[config.mk]
export PLATFORM = sky130hd
export DESIGN_NAME = scm_ctrl
export DESIGN_NICKNAME = d
export VERILOG_FILES = /design/src/rtl/scm_pkg.sv /design/src/rtl/scm_ctrl.sv
export VERILOG_INCLUDE_DIRS = /design/src /design/src/rtl
export SDC_FILE = /design/constraint.sdc
export NUM_CORES = 1
export LEC_CHECK = 0
export CAP_MARGIN = 15
export CORE_AREA = 3 3 40 42
export DETAILED_ROUTE_END_ITERATION = 6
export DIE_AREA = 0 0 43 45
export DONT_BUFFER_PORTS = 1
export PLACE_DENSITY = 0.38
export SLEW_MARGIN = 20
export SYNTH_ARGS = -nofsm -noshare
export SYNTH_HDL_FRONTEND = slang
export SYNTH_SLANG_ARGS = --single-unit
[constraint.sdc]
create_clock -name clk -period 2.2 [get_ports clk]
set_clock_uncertainty 0.1 [all_clocks]
set_input_delay 0.66 -clock clk [delete_from_list [all_inputs] [get_ports clk]]
set_output_delay 0.66 -clock clk [all_outputs]
set_load 0.005 [all_outputs]
[src/rtl/sample_channel_mixer_macros.svh]
// Assertion macros used by the mixer controller.
// Each macro expects signals named clk and rst_n in the enclosing module.
`ifndef SAMPLE_CHANNEL_MIXER_MACROS_SVH
`define SAMPLE_CHANNEL_MIXER_MACROS_SVH

// Implication in the same cycle.
`define SCM_ASSERT_SAME(lbl, ante, cons) \
    lbl: assert property (@(posedge clk) disable iff (!rst_n) (ante) |-> (cons)) \
        else $error("mixer assertion failed");

// Implication in the next cycle.
`define SCM_ASSERT_NEXT(lbl, ante, cons) \
    lbl: assert property (@(posedge clk) disable iff (!rst_n) (ante) |=> (cons)) \
        else $error("mixer assertion failed");

`endif

[src/rtl/scm_pkg.sv]
package scm_pkg;

    localparam int DEF_SAMPLE_SLOTS        = 64;
    localparam int DEF_NUM_CHANNELS        = 16;
    localparam int DEF_SAMPLE_MEMORY_BYTES = 65536;

    localparam logic [6:0] SAMPLES_IN_USE_RST  = 7'd64;
    localparam logic [4:0] CHANNELS_IN_USE_RST = 5'd16;

    // Register index as decoded from paddr[2].
    localparam logic REG_SAMPLES_IN_USE  = 1'b0;
    localparam logic REG_CHANNELS_IN_USE = 1'b1;

    localparam logic [1:0] ST_OK     = 2'd0;
    localparam logic [1:0] ST_BAD_ID = 2'd1;
    localparam logic [1:0] ST_BAD_CH = 2'd2;

    localparam logic [16:0] MAX_LENGTH = 17'h10000;

    typedef enum logic [3:0] {
        OP_WRITE  = 4'd0,
        OP_DEFINE = 4'd1,
        OP_UNLOAD = 4'd2,
        OP_PLAY   = 4'd3,
        OP_LOOP   = 4'd4,
        OP_CLEAR  = 4'd5,
        OP_CLRALL = 4'd6,
        OP_QUERY  = 4'd7,
        OP_TICK   = 4'd8
    } op_t;

    typedef struct packed {
        logic [3:0]  operation;
        logic [15:0] address;
        logic [7:0]  data_byte;
        logic [16:0] sample_length;
        logic [5:0]  sample_id;
        logic [3:0]  channel_number;
        logic        override;
    } cmd_t;

    typedef struct packed {
        logic [1:0] status;
        logic       complete;
        logic [7:0] mixed_sample;
        logic       sample_out_valid;
    } result_t;

    typedef enum logic [2:0] {
        S_IDLE,
        S_EXEC,
        S_TBL,
        S_ASSIGN,
        S_TICK,
        S_TDRAIN,
        S_RESP
    } state_t;

    typedef struct packed {
        logic load;
        logic exec;
        logic tbl_read;
        logic assign_ch;
        logic tick_step;
        logic tick_drain;
    } dp_cmd_t;

    typedef struct packed {
        logic tick_end;
    } dp_sts_t;

endpackage

[src/rtl/scm_ctrl.sv]
module scm_ctrl
(
    input  logic              clk,
    input  logic              rst_n,
    input  logic              start,
    input  logic [3:0]        operation,
    input  scm_pkg::dp_sts_t  sts,
    output scm_pkg::dp_cmd_t  dcmd,
    output logic              busy,
    output logic              done
);
    import scm_pkg::*;
    `include "sample_channel_mixer_macros.svh"

    state_t state_reg;
    state_t state_next;

    always_ff @(posedge clk or negedge rst_n)
    begin
        if (!rst_n)
        begin
            state_reg <= S_IDLE;
        end
        else
        begin
            state_reg <= state_next;
        end
    end

    always_comb
    begin
        state_next = state_reg;
        unique case (state_reg)
            S_IDLE:
            begin
                if (start)
                begin
                    unique case (op_t'(operation))
                        OP_PLAY, OP_LOOP: state_next = S_TBL;
                        OP_TICK:          state_next = S_TICK;
                        default:          state_next = S_EXEC;
                    endcase
                end
            end
            S_EXEC:   state_next = S_RESP;
            S_TBL:    state_next = S_ASSIGN;
            S_ASSIGN: state_next = S_RESP;
            S_TICK:
            begin
                if (sts.tick_end)
                begin
                    state_next = S_TDRAIN;
                end
            end
            S_TDRAIN: state_next = S_RESP;
            S_RESP:   state_next = S_IDLE;
            default:  state_next = S_IDLE;
        endcase
    end

    always_comb
    begin
        dcmd            = '0;
        dcmd.load       = (state_reg == S_IDLE) && start;
        dcmd.exec       = (state_reg == S_EXEC);
        dcmd.tbl_read   = (state_reg == S_TBL);
        dcmd.assign_ch  = (state_reg == S_ASSIGN);
        dcmd.tick_step  = (state_reg == S_TICK);
        dcmd.tick_drain = (state_reg == S_TDRAIN);
        busy            = (state_reg != S_IDLE);
        done            = (state_reg == S_RESP);
    end

    `SCM_ASSERT_NEXT(a_accept_busy, start && !busy, busy)
    `SCM_ASSERT_NEXT(a_done_single, done, !done && !busy)
    `SCM_ASSERT_SAME(a_done_busy, done, busy)
    `SCM_ASSERT_NEXT(a_tick_drain, (state_reg == S_TICK) && sts.tick_end,
                     state_reg == S_TDRAIN)

endmodule

==> reports/results.tsv, run 1 <==
stage	metric	value	unit
cells_and_area	layout overhead on the synthesized area	12.6	%
clocking	clock slew at the register clock pins of the worst setup and hold paths	0.04	ns
placed_design	hpwl dp	497	um
clocking	CTS Sinks	3	
worst_setup_path	endpoint class of the critical path	output port	
clocking	number of buffers created by CTS	3	
global_route	GR Util All Layers	6.84	%
clocking	TritonCTS clock tree	done	
logic_synthesis	register area share after synthesis	28.0	%
detailed_routing	drt first pass iters	2	
worst_setup_path	data arrival time at the worst-slack endpoint	1.26	ns
worst_setup_path	Setup Crit Path Kind	reg -> out	
floorplanning	Total Die Area	1940	um^2
flow_run	number of max-capacitance violations reported	0	
placed_design	placed inst area	275	um^2
clocking	clk_lat worst skew	0.23	ns
timing	Worst slew margin	80.5	%
worst_setup_path	Critical Path Source Type	register	
detailed_routing	vias post-DR	248	
global_route	first-pass GRT wire length	890	um
placed_design	post-place setup slack	0.413	ns
cells_and_area	number of non-filler instances in the completed layout	50	
cells_and_area	filler instances	146	
clocking	root cell of the clock tree	clkbuf_4	
floorplanning	Core Rows	13	
clocking	clock buffer depth	2	
pwr	static power due to leakage	0.000128	uW
logic_synthesis	synthesized net count	40	
timing	total count of max-transition violations in the final report	0	
clocking	count of instances resized after the clock tree is built	0	
global_route	largest net degree at the start of global routing	12	
logic_synthesis	number of standard cells after synthesis	32	
worst_setup_path	minimum setup slack among reg-to-reg paths	0.91	ns
clocking	CTS HTree Levels	1	
timing	setup violation total in the final timing report	0	
logic_synthesis	area of the mapped netlist	268	um^2
timing	time the final worst path needs with I/O delays and setup	2.02	ns
placed_design	cell total after placement	46	
timing	final hold vios	0	
detailed_routing	total detailed-routing wirelength	594	um
cells_and_area	max reg flops	3	
detailed_routing	average wire per cell in the routed design	11.9	um
timing	sum of negative setup slack	0	ns
timing	peak clock frequency supported by timing	0.496	GHz
clocking	Post-CTS Setup Inserts	0	
timing	actual transition at the worst max-transition pin	0.292	ns
detailed_routing	DRC marker count from the first detailed-route iteration	1	
timing	worst path setup slack after routing	0.183	ns
cells_and_area	final cell area excluding filler cells	302	um^2
placed_design	Buffers on Ports	0	
placed_design	gp weighted congestion	0.763	
detailed_routing	via count normalized by instance count	4.96	
floorplanning	Boundary Pins	16	
floorplanning	x dimension of the die	43	um
logic_synthesis	post-synthesis average cell area	8.37	um^2
detailed_routing	number of antenna-violating nets in the routed design	0	
cells_and_area	antenna diode count	0	
clocking	number of hold-repair buffers added at the cts stage	0	
timing	unrepaired setup endpoints after global routing	false	
floorplanning	Initial Utilization	20.8	%
timing	final clock period utilization by the worst path	91.7	%
detailed_routing	post-route DRC violation count	0	
global_route	antenna violations before repair	0	
pwr	Worst IR Drop VDD	0.000341	V
logic_synthesis	Seq cells post-synth	3	
global_route	global route total overflow	0	
pwr	pwr/cell area	1350	nW/um^2
logic_synthesis	count of cell types in the netlist	19	
cells_and_area	final standard cell utilization of the core	23.5	%
worst_setup_path	Worst Path Max Fanout	11	
floorplanning	die boundary height	45	um
cells_and_area	Layout Nets	44	
worst_setup_path	endpoint required time on the critical path	1.44	ns
floorplanning	Std-Cell Core Area	1280	um^2
global_route	number of global-route vias before repair	234	
logic_synthesis	Yosys warning total	0	
status	result of the run	completed	
cells_and_area	share of cells above drive strength 1	20.0	%
min_path	worst hold path class	in -> async	
logic make-up (layout without fill, tap and decap cells):
group	count (synthesis)	after routing	synth area share, %
xor gates and xnor gates	1	1	3.27
and+or+nand+nor	16	16	35.5
buffers and inverters	5	8	9.81
DFF	3	3	28.0
AOI/OAI and AO/OA	7	7	23.4
critical path, stage by stage, from the launching register on:
cell and delay, ns:
dfrtp_1 0.47, or3_4 0.43, nor2_1 0.13
metal layers:
| layer | vias up | routed length, um | track usage (%) | part of all wire, % |
|---|---|---|---|---|
| met5 | - | 0 | 0 | 0 |
| met4 | 0 | 8 | 9.04 | 1.3 |
| met3 | 2 | 90 | 4.78 | 15 |
| met2 | 9 | 299 | 10.8 | 50 |
| met1 | 118 | 195 | 4.60 | 33 |
| li1 | 119 | - | - | - |
synthesized netlist by cell type:
master   count  area (um^2)
and2_2       1         7.51
dfrtp_1      3         75.1
or3_4        1         11.3
o41ai_2      1         16.3
nor2_1       2         7.51
or3_1        1         6.26
buf_6        1         11.3
o32ai_2      1         16.3
and2_1       1         6.26
xnor2_1      1         8.76
nor2b_1      2         12.5
nand2_1      1         3.75
o22ai_1      1         6.26
a21oi_1      3         15.0
inv_1        4         15.0
and3_1       1         6.26
and3b_1      1         8.76
a41oi_1      1         8.76
nor3_1       5         25.0
layout by cell type, fill, tap and decap left out, types with 2 or more instances in the layout:
cell type / count
nor3_1: 5
inv_1: 4
a21oi_1: 3
clkbuf_4: 3
dfrtp_1: 3
nor2b_1: 2
nor2_1: 2
power breakdown:
group / total [uW] / internal [uW] / switching, uW
clock: 94.3 / 67.8 / 26.4
sequential: 137 / 83.7 / 53.7
combinational: 177 / 90.3 / 86.3
per-stage QoR:
step | power (uW) | hold slack (ns)
after CTS | 420 | 0.0168
after floorplan | 302 | 0.264
after global routing | 454 | 0.00544
after global placement | 319 | 0.265
final | 408 | 0.0270
after detailed placement | 320 | 0.265
final timing paths:
path                                                from                       end  cells past startpoint
worst min-delay path                               rst_n  state_reg[2]$_DFFE_PN0P_                      0
worst max-delay path            state_reg[2]$_DFFE_PN0P_                   dcmd[5]                      2
worst min register to register  state_reg[1]$_DFFE_PN0P_  state_reg[2]$_DFFE_PN0P_                      1
min in group clk                            operation[3]  state_reg[1]$_DFFE_PN0P_                      1
max in group asynchronous                          rst_n  state_reg[1]$_DFFE_PN0P_                      0
worst max register to register  state_reg[2]$_DFFE_PN0P_  state_reg[0]$_DFFE_PN0P_                      2
final cells by class:
cell class                      count  area [um^2]  area share, %
Multi-Input combinational cell     24          166           55.2
Sequential cell                     3         75.1           24.9
Clock buffer                        4         26.3           8.71
Tap cell                           15         18.8           6.22
Inverter                            4         15.0           4.98
(Power assumes the default switching activity.)
==> inputs of run 2 (changes only) <==
--- a/config.mk
+++ b/config.mk
@@ -6,12 +6,12 @@
 export SDC_FILE = /design/constraint.sdc
 export NUM_CORES = 1
 export LEC_CHECK = 0
+export BUFFER_PORTS_ARGS = -buffer_cell sky130_fd_sc_hd__buf_4
 export CAP_MARGIN = 15
 export CORE_AREA = 3 3 40 42
 export DETAILED_ROUTE_END_ITERATION = 6
 export DIE_AREA = 0 0 43 45
-export DONT_BUFFER_PORTS = 1
-export PLACE_DENSITY = 0.38
+export PLACE_DENSITY = 0.48
 export SLEW_MARGIN = 20
 export SYNTH_ARGS = -nofsm -noshare
 export SYNTH_HDL_FRONTEND = slang
==> reports/results.tsv, run 2 (same netlist as run 1, synthesis figures left out) <==
stage	metric	value	unit	change
placed_design	Buffers on Ports	15		+15
clocking	CTS HTree Levels	1		unchanged
clocking	clock buffer depth	2		unchanged
global_route	busiest metal layer after global routing	met2		
global_route	GR Util All Layers	8.60	%	+1.8 points
floorplanning	Std-Cell Core Area	1280	um^2	unchanged
clocking	clk_lat worst skew	0.23	ns	about the same
detailed_routing	post-route DRC violation count	0		unchanged
clocking	TritonCTS clock tree	done		
global_route	met2 Resource Use GR	12.3	%	+1.5 points
global_route	number of global-route vias before repair	301		+29%
detailed_routing	total detailed-routing wirelength	649	um	+9.3%
cells_and_area	highest-count cells in the layout ignoring fill and taps	buf_4, nor3_1, inv_1		
detailed_routing	DRC marker count from the first detailed-route iteration	0		-1
detailed_routing	drt first pass iters	1		-1
global_route	first-pass GRT wire length	1200	um	+35%
global_route	largest net degree at the start of global routing	12		unchanged
detailed_routing	number of antenna-violating nets in the routed design	0		unchanged
timing	final clock period utilization by the worst path	95.5	%	+3.8 points
pwr	pwr/cell area	1210	nW/um^2	-11%
worst_setup_path	Worst Path Max Fanout	11		unchanged
timing	worst hold slack	0.107	ns	+0.0800 ns
floorplanning	Core Rows	13		unchanged
cells_and_area	max reg flops	3		unchanged
worst_setup_path	data arrival time at the worst-slack endpoint	1.34	ns	+0.08 ns
pwr	Worst IR Drop VDD	0.000492	V	+44%
cells_and_area	filler instances	149		+2.1%
worst_setup_path	count of cells along the worst register-to-register path	2		unchanged
worst_setup_path	Critical Path Source Type	register		
pwr	static power due to leakage	0.000203	uW	+59%
status	result of the run	completed		
clocking	CTS Sinks	3		unchanged
clocking	Post-CTS Setup Inserts	0		unchanged
timing	setup violation total in the final timing report	0		unchanged
detailed_routing	via count normalized by instance count	4.25		-14%
detailed_routing	vias post-DR	276		+11%
placed_design	gp weighted congestion	0.673		-12%
floorplanning	die boundary height	45	um	unchanged
timing	peak clock frequency supported by timing	0.476	GHz	-3.9%
timing	time the final worst path needs with I/O delays and setup	2.10	ns	+0.0829 ns
cells_and_area	commonest non-fill, non-tap cell in the layout	buf_4		
clocking	number of hold-repair buffers added at the cts stage	0		unchanged
worst_setup_path	endpoint class of the critical path	output port		
cells_and_area	share of cells above drive strength 1	44.0	%	+24 points
clocking	number of buffers created by CTS	3		unchanged
global_route	global route total overflow	0		unchanged
timing	actual transition at the worst max-transition pin	0.312	ns	+0.0199 ns
clocking	root cell of the clock tree	clkbuf_4		
cells_and_area	antenna diode count	0		unchanged
min_path	worst hold path class	in -> async		
floorplanning	Boundary Pins	16		unchanged
flow_run	number of max-capacitance violations reported	0		unchanged
timing	unrepaired setup endpoints after global routing	false		
global_route	antenna violations before repair	0		unchanged
floorplanning	Total Die Area	1940	um^2	unchanged
floorplanning	Initial Utilization	20.8	%	unchanged
timing	total count of max-transition violations in the final report	0		unchanged
floorplanning	x dimension of the die	43	um	unchanged
detailed_routing	average wire per cell in the routed design	9.98	um	-16%
global_route	routing usage on met1	10.5	%	+5.9 points
cells_and_area	Layout Nets	59		+34%
timing	worst path setup slack after routing	0.0997	ns	-0.0829 ns
cells_and_area	area used by sequential logic in the layout	75.1	um^2	unchanged
clocking	count of instances resized after the clock tree is built	0		unchanged
timing	final hold vios	0		unchanged
clocking	clock slew at the register clock pins of the worst setup and hold paths	0.04	ns	about the same
cells_and_area	layout overhead on the synthesized area	54.7	%	
placed_design	hpwl dp	518	um	+4.2%
cells_and_area	area used by multi-input combinational logic	166	um^2	unchanged
global_route	met3 Resource Use GR	1.59	%	-3.2 points
worst_setup_path	endpoint required time on the critical path	1.44	ns	about the same
timing	sum of negative setup slack	0	ns	unchanged
timing	Worst slew margin	79.2	%	-1.3 points
placed_design	post-place setup slack	0.343	ns	-0.0704 ns
worst_setup_path	Setup Crit Path Kind	reg -> out		
run 2: cell types whose count changed in the layout (fill, tap and decap cells not counted):
| cell | before | now |
|---|---|---|
| buf_4 | 0 | 15 |
run 2: area by class of cell:
type | instances | area share, %
multi-input cells | 24 | 40.2
repair buffers | 15 | 27.2
flip-flops and latches | 3 | 18.1
clock buffers | 4 | 6.34
well taps | 15 | 4.53
inverters | 4 | 3.63
run 2: worst max-delay path, cell delays in order (launching register included):
cell and delay (ns):
dfrtp_1 0.48, or3_4 0.43, nor2_1 0.09, buf_4 0.11
run 2: routing by layer:
metal	part of all wire [%]	vias to the layer above
met1	44	115
met4	2.3	0
li1	-	150
met2	46	9
met5	0	-
met3	7.6	2
run 2: worst paths after layout:
check	to	slack [ns]	from
max reg2reg	state_reg[0]$_DFFE_PN0P_	0.88	state_reg[2]$_DFFE_PN0P_
max	dcmd[5]	0.1	state_reg[2]$_DFFE_PN0P_
min in group clk	state_reg[2]$_DFFE_PN0P_	0.47	state_reg[1]$_DFFE_PN0P_
min reg2reg	state_reg[2]$_DFFE_PN0P_	0.47	state_reg[1]$_DFFE_PN0P_
min	state_reg[2]$_DFFE_PN0P_	0.11	rst_n
max in group asynchronous	state_reg[1]$_DFFE_PN0P_	1.80	rst_n
run 2: through the flow:
stage | cell area (um^2) | power [uW] | util, % | cells
floorplan | 268 | 302 | - | 32
global placement | 388 | 412 | 30.2 | 61
detailed placement | 388 | 410 | 30.2 | 61
CTS | 414 | 512 | 32.2 | 65
global route | 414 | 553 | 32.2 | 65
finish | 414 | 501 | 32.2 | 65
run 2: where the power goes:
part	leakage [uW]	switching, uW	internal (uW)
clock network	0.0000150	28.1	67.9
logic	0.000151	104	161
registers	0.0000366	57.2	83.6
==> inputs of run 3 (changes only) <==
--- a/config.mk
+++ b/config.mk
@@ -6,12 +6,13 @@
 export SDC_FILE = /design/constraint.sdc
 export NUM_CORES = 1
 export LEC_CHECK = 0
+export ABC_AREA = 1
 export BUFFER_PORTS_ARGS = -buffer_cell sky130_fd_sc_hd__buf_4
 export CAP_MARGIN = 15
 export CORE_AREA = 3 3 40 42
 export DETAILED_ROUTE_END_ITERATION = 6
 export DIE_AREA = 0 0 43 45
-export PLACE_DENSITY = 0.48
+export PLACE_DENSITY = 0.51
 export SLEW_MARGIN = 20
 export SYNTH_ARGS = -nofsm -noshare
 export SYNTH_HDL_FRONTEND = slang
==> reports/results.tsv, run 3 <==
stage	metric	value	unit	change
flow_run	number of max-capacitance violations reported	0		unchanged
worst_setup_path	Worst Path Max Fanout	6		-5
cells_and_area	antenna diode count	0		unchanged
detailed_routing	drt first pass iters	3		+2
cells_and_area	max reg flops	3		unchanged
pwr	clock power share	18.2	%	-1.0 points
timing	sum of negative setup slack	0	ns	unchanged
cells_and_area	highest-count cells in the layout ignoring fill and taps	buf_4, nand2_1, inv_1		
timing	actual transition at the worst max-transition pin	0.218	ns	-0.0938 ns
timing	total count of max-transition violations in the final report	0		unchanged
pwr	switching share of power	44.1	%	+6.3 points
timing	final clock period utilization by the worst path	86.9	%	-8.6 points
pwr	Worst IR Drop VDD	0.000419	V	-15%
clocking	TritonCTS clock tree	done		
logic_synthesis	number of standard cells after synthesis	56		+75%
timing	worst hold slack	0.106	ns	-0.00106 ns
clocking	number of buffers created by CTS	3		unchanged
min_path	worst hold path class	in -> async		
logic_synthesis	Seq cells post-synth	3		unchanged
timing	worst path setup slack after routing	0.288	ns	+0.188 ns
global_route	global route total overflow	0		unchanged
floorplanning	Total Die Area	1940	um^2	unchanged
placed_design	gp weighted congestion	0.758		+13%
logic_synthesis	synthesized net count	64		+60%
clocking	clk_lat worst skew	0.23	ns	about the same
placed_design	Buffers on Ports	15		unchanged
detailed_routing	vias post-DR	376		+36%
status	result of the run	completed		
worst_setup_path	cell with the largest stage delay on the worst path	dfrtp_1		
clocking	CTS Sinks	3		unchanged
cells_and_area	layout overhead on the synthesized area	52.5	%	
clocking	CTS HTree Levels	1		unchanged
detailed_routing	total detailed-routing wirelength	712	um	+9.7%
global_route	largest net degree at the start of global routing	8		-4
floorplanning	die boundary height	45	um	unchanged
logic_synthesis	fraction of registers with async set or reset after synthesis	100	%	unchanged
pwr	total power of the final layout	533	uW	+6.4%
logic_synthesis	register area share after synthesis	25.0	%	-3.0 points
logic_synthesis	number of flops mapped to enable cells by yosys	0		unchanged
placed_design	hpwl dp	586	um	+13%
clocking	clock slew at the register clock pins of the worst setup and hold paths	0.04	ns	about the same
worst_setup_path	data arrival time at the worst-slack endpoint	1.15	ns	-0.19 ns
timing	time the final worst path needs with I/O delays and setup	1.91	ns	-0.188 ns
timing	setup violation total in the final timing report	0		unchanged
floorplanning	Std-Cell Core Area	1280	um^2	unchanged
logic_synthesis	area of the mapped netlist	300	um^2	+12%
pwr	portion of total power attributed to sequential cells	25.1	%	-3.0 points
clocking	clock buffer depth	2		unchanged
detailed_routing	DRC marker count from the first detailed-route iteration	11		+11
pwr	total net switching power	235	uW	+24%
detailed_routing	via count normalized by instance count	4.18		-1.6%
pwr	combinational cell fraction of total power	56.7	%	+4.0 points
clocking	number of hold-repair buffers added at the cts stage	0		unchanged
pwr	static power due to leakage	0.000276	uW	+36%
timing	peak clock frequency supported by timing	0.523	GHz	+9.8%
worst_setup_path	Critical Path Source Type	register		
worst_setup_path	cell type with the highest occurrence count on the critical path	nor2_1		
detailed_routing	number of antenna-violating nets in the routed design	0		unchanged
cells_and_area	commonest non-fill, non-tap cell in the layout	buf_4		
floorplanning	Boundary Pins	16		unchanged
detailed_routing	post-route DRC violation count	0		unchanged
clocking	Post-CTS Setup Inserts	0		unchanged
clocking	root cell of the clock tree	clkbuf_4		
global_route	first-pass GRT wire length	1160	um	-3.4%
timing	unrepaired setup endpoints after global routing	false		
clocking	count of instances resized after the clock tree is built	0		unchanged
timing	final hold vios	0		unchanged
logic_synthesis	library cell with the largest summed area after synthesis	dfrtp_1		
cells_and_area	area used by multi-input combinational logic	176	um^2	+6.0%
global_route	antenna violations before repair	0		unchanged
logic_synthesis	Yosys warning total	0		unchanged
cells_and_area	area used by sequential logic in the layout	75.1	um^2	unchanged
floorplanning	x dimension of the die	43	um	unchanged
logic_synthesis	post-synthesis average cell area	5.36	um^2	-36%
global_route	GR Util All Layers	8.41	%	-0.20 points
logic_synthesis	count of cell types in the netlist	11		-8
logic_synthesis	Area contributors post-synth	dfrtp_1, nand2_1, inv_1, nor2_1, nand2_2		
worst_setup_path	longest individual stage delay on the worst path	0.44	ns	-0.04 ns
cells_and_area	filler instances	145		-2.7%
placed_design	post-place setup slack	0.444	ns	+0.101 ns
pwr	pwr/cell area	1160	nW/um^2	-3.8%
logic_synthesis	Primary FF master, synth	dfrtp_1		
worst_setup_path	start of the worst register-to-register path	state_reg[1]$_DFFE_PN0P_		
global_route	number of global-route vias before repair	312		+3.7%
worst_setup_path	Setup Crit Path Kind	reg -> out		
detailed_routing	average wire per cell in the routed design	7.91	um	-21%
logic_synthesis	top cell type's share of synthesized area	25.0	%	-3.0 points
floorplanning	Core Rows	13		unchanged
logic_synthesis	most instantiated cells after synthesis	nand2_1, inv_1, nor2_1, nand2_2, nand3_1		
cells_and_area	share of cells above drive strength 1	32.0	%	-12 points
worst_setup_path	endpoint class of the critical path	output port		
worst_setup_path	start point of the critical path	state_reg[2]$_DFFE_PN0P_		
worst_setup_path	cell breakdown of the critical path	nor2_1 > nand2_2 > nor2_1 > buf_4		
cells_and_area	Layout Nets	84		+42%
timing	Worst slew margin	85.4	%	+6.3 points
worst_setup_path	endpoint required time on the critical path	1.44	ns	about the same
pwr	cell-internal power	298	uW	-4.4%
logic_synthesis	most frequent cell after synthesis	nand2_1		
floorplanning	Initial Utilization	23.4	%	+2.5 points
==> run 3: logic make-up (layout without fill, tap and decap cells) <==
logic type / after synthesis / count (layout) / share of synthesized area, %
DFF: 3 / 3 / 25.0
and+or+nand+nor: 36 / 36 / 52.1
AOI/OAI and AO/OA: 4 / 4 / 6.67
buffers and inverters: 13 / 32 / 16.2
==> run 3: critical path: cells and delay by family, from the launching register on <==
family                 cells  cell delay, ns
DFF                        1            0.44
and+or+nand+nor            3            0.37
buffers and inverters      1            0.11
==> run 3: worst paths after layout <==
path,depth (start not counted),slack (ns),to
max,4,0.29,dcmd[5]
min,1,0.11,state_reg[1]$_DFFE_PN0P_
max reg2reg,8,0.97,state_reg[2]$_DFFE_PN0P_
min reg2reg,2,0.60,state_reg[1]$_DFFE_PN0P_
max in group asynchronous,1,1.80,state_reg[2]$_DFFE_PN0P_
min in group clk,4,0.59,state_reg[2]$_DFFE_PN0P_
==> run 3: layout make-up <==
| type | count | share of cell area (%) |
|---|---|---|
| Multi-Input combinational cell | 40 | 38.5 |
| Timing Repair Buffer | 15 | 24.6 |
| Sequential cell | 3 | 16.4 |
| Inverter | 13 | 10.7 |
| Clock buffer | 4 | 5.74 |
| Tap cell | 15 | 4.10 |
==> run 3: layer usage <==
metal,up-vias,wire (um),track usage (%)
met5,-,0,0
met4,0,0,3.61
li1,206,-,-
met1,158,335,9.16
met2,12,309,12.3
met3,0,68,6.37
==> run 3: metrics by stage <==
stage               utilization [%]  cells  area [um^2]
detailed placement             33.6     86          432
global route                   35.6     90          458
global placement               33.6     86          432
floorplan                         -     56          300
CTS                            35.6     90          458
finish                         35.6     90          458
==> run 3: power by group through the flow <==
stage | registers [uW] | logic (uW) | clock network (uW)
2_1_floorplan | 122 | 186 | 0
3_3_place_gp | 134 | 309 | 0
3_5_place_dp | 135 | 306 | 0
5_1_grt | 140 | 353 | 113
4_1_cts | 135 | 307 | 104
6_report | 134 | 302 | 97.2
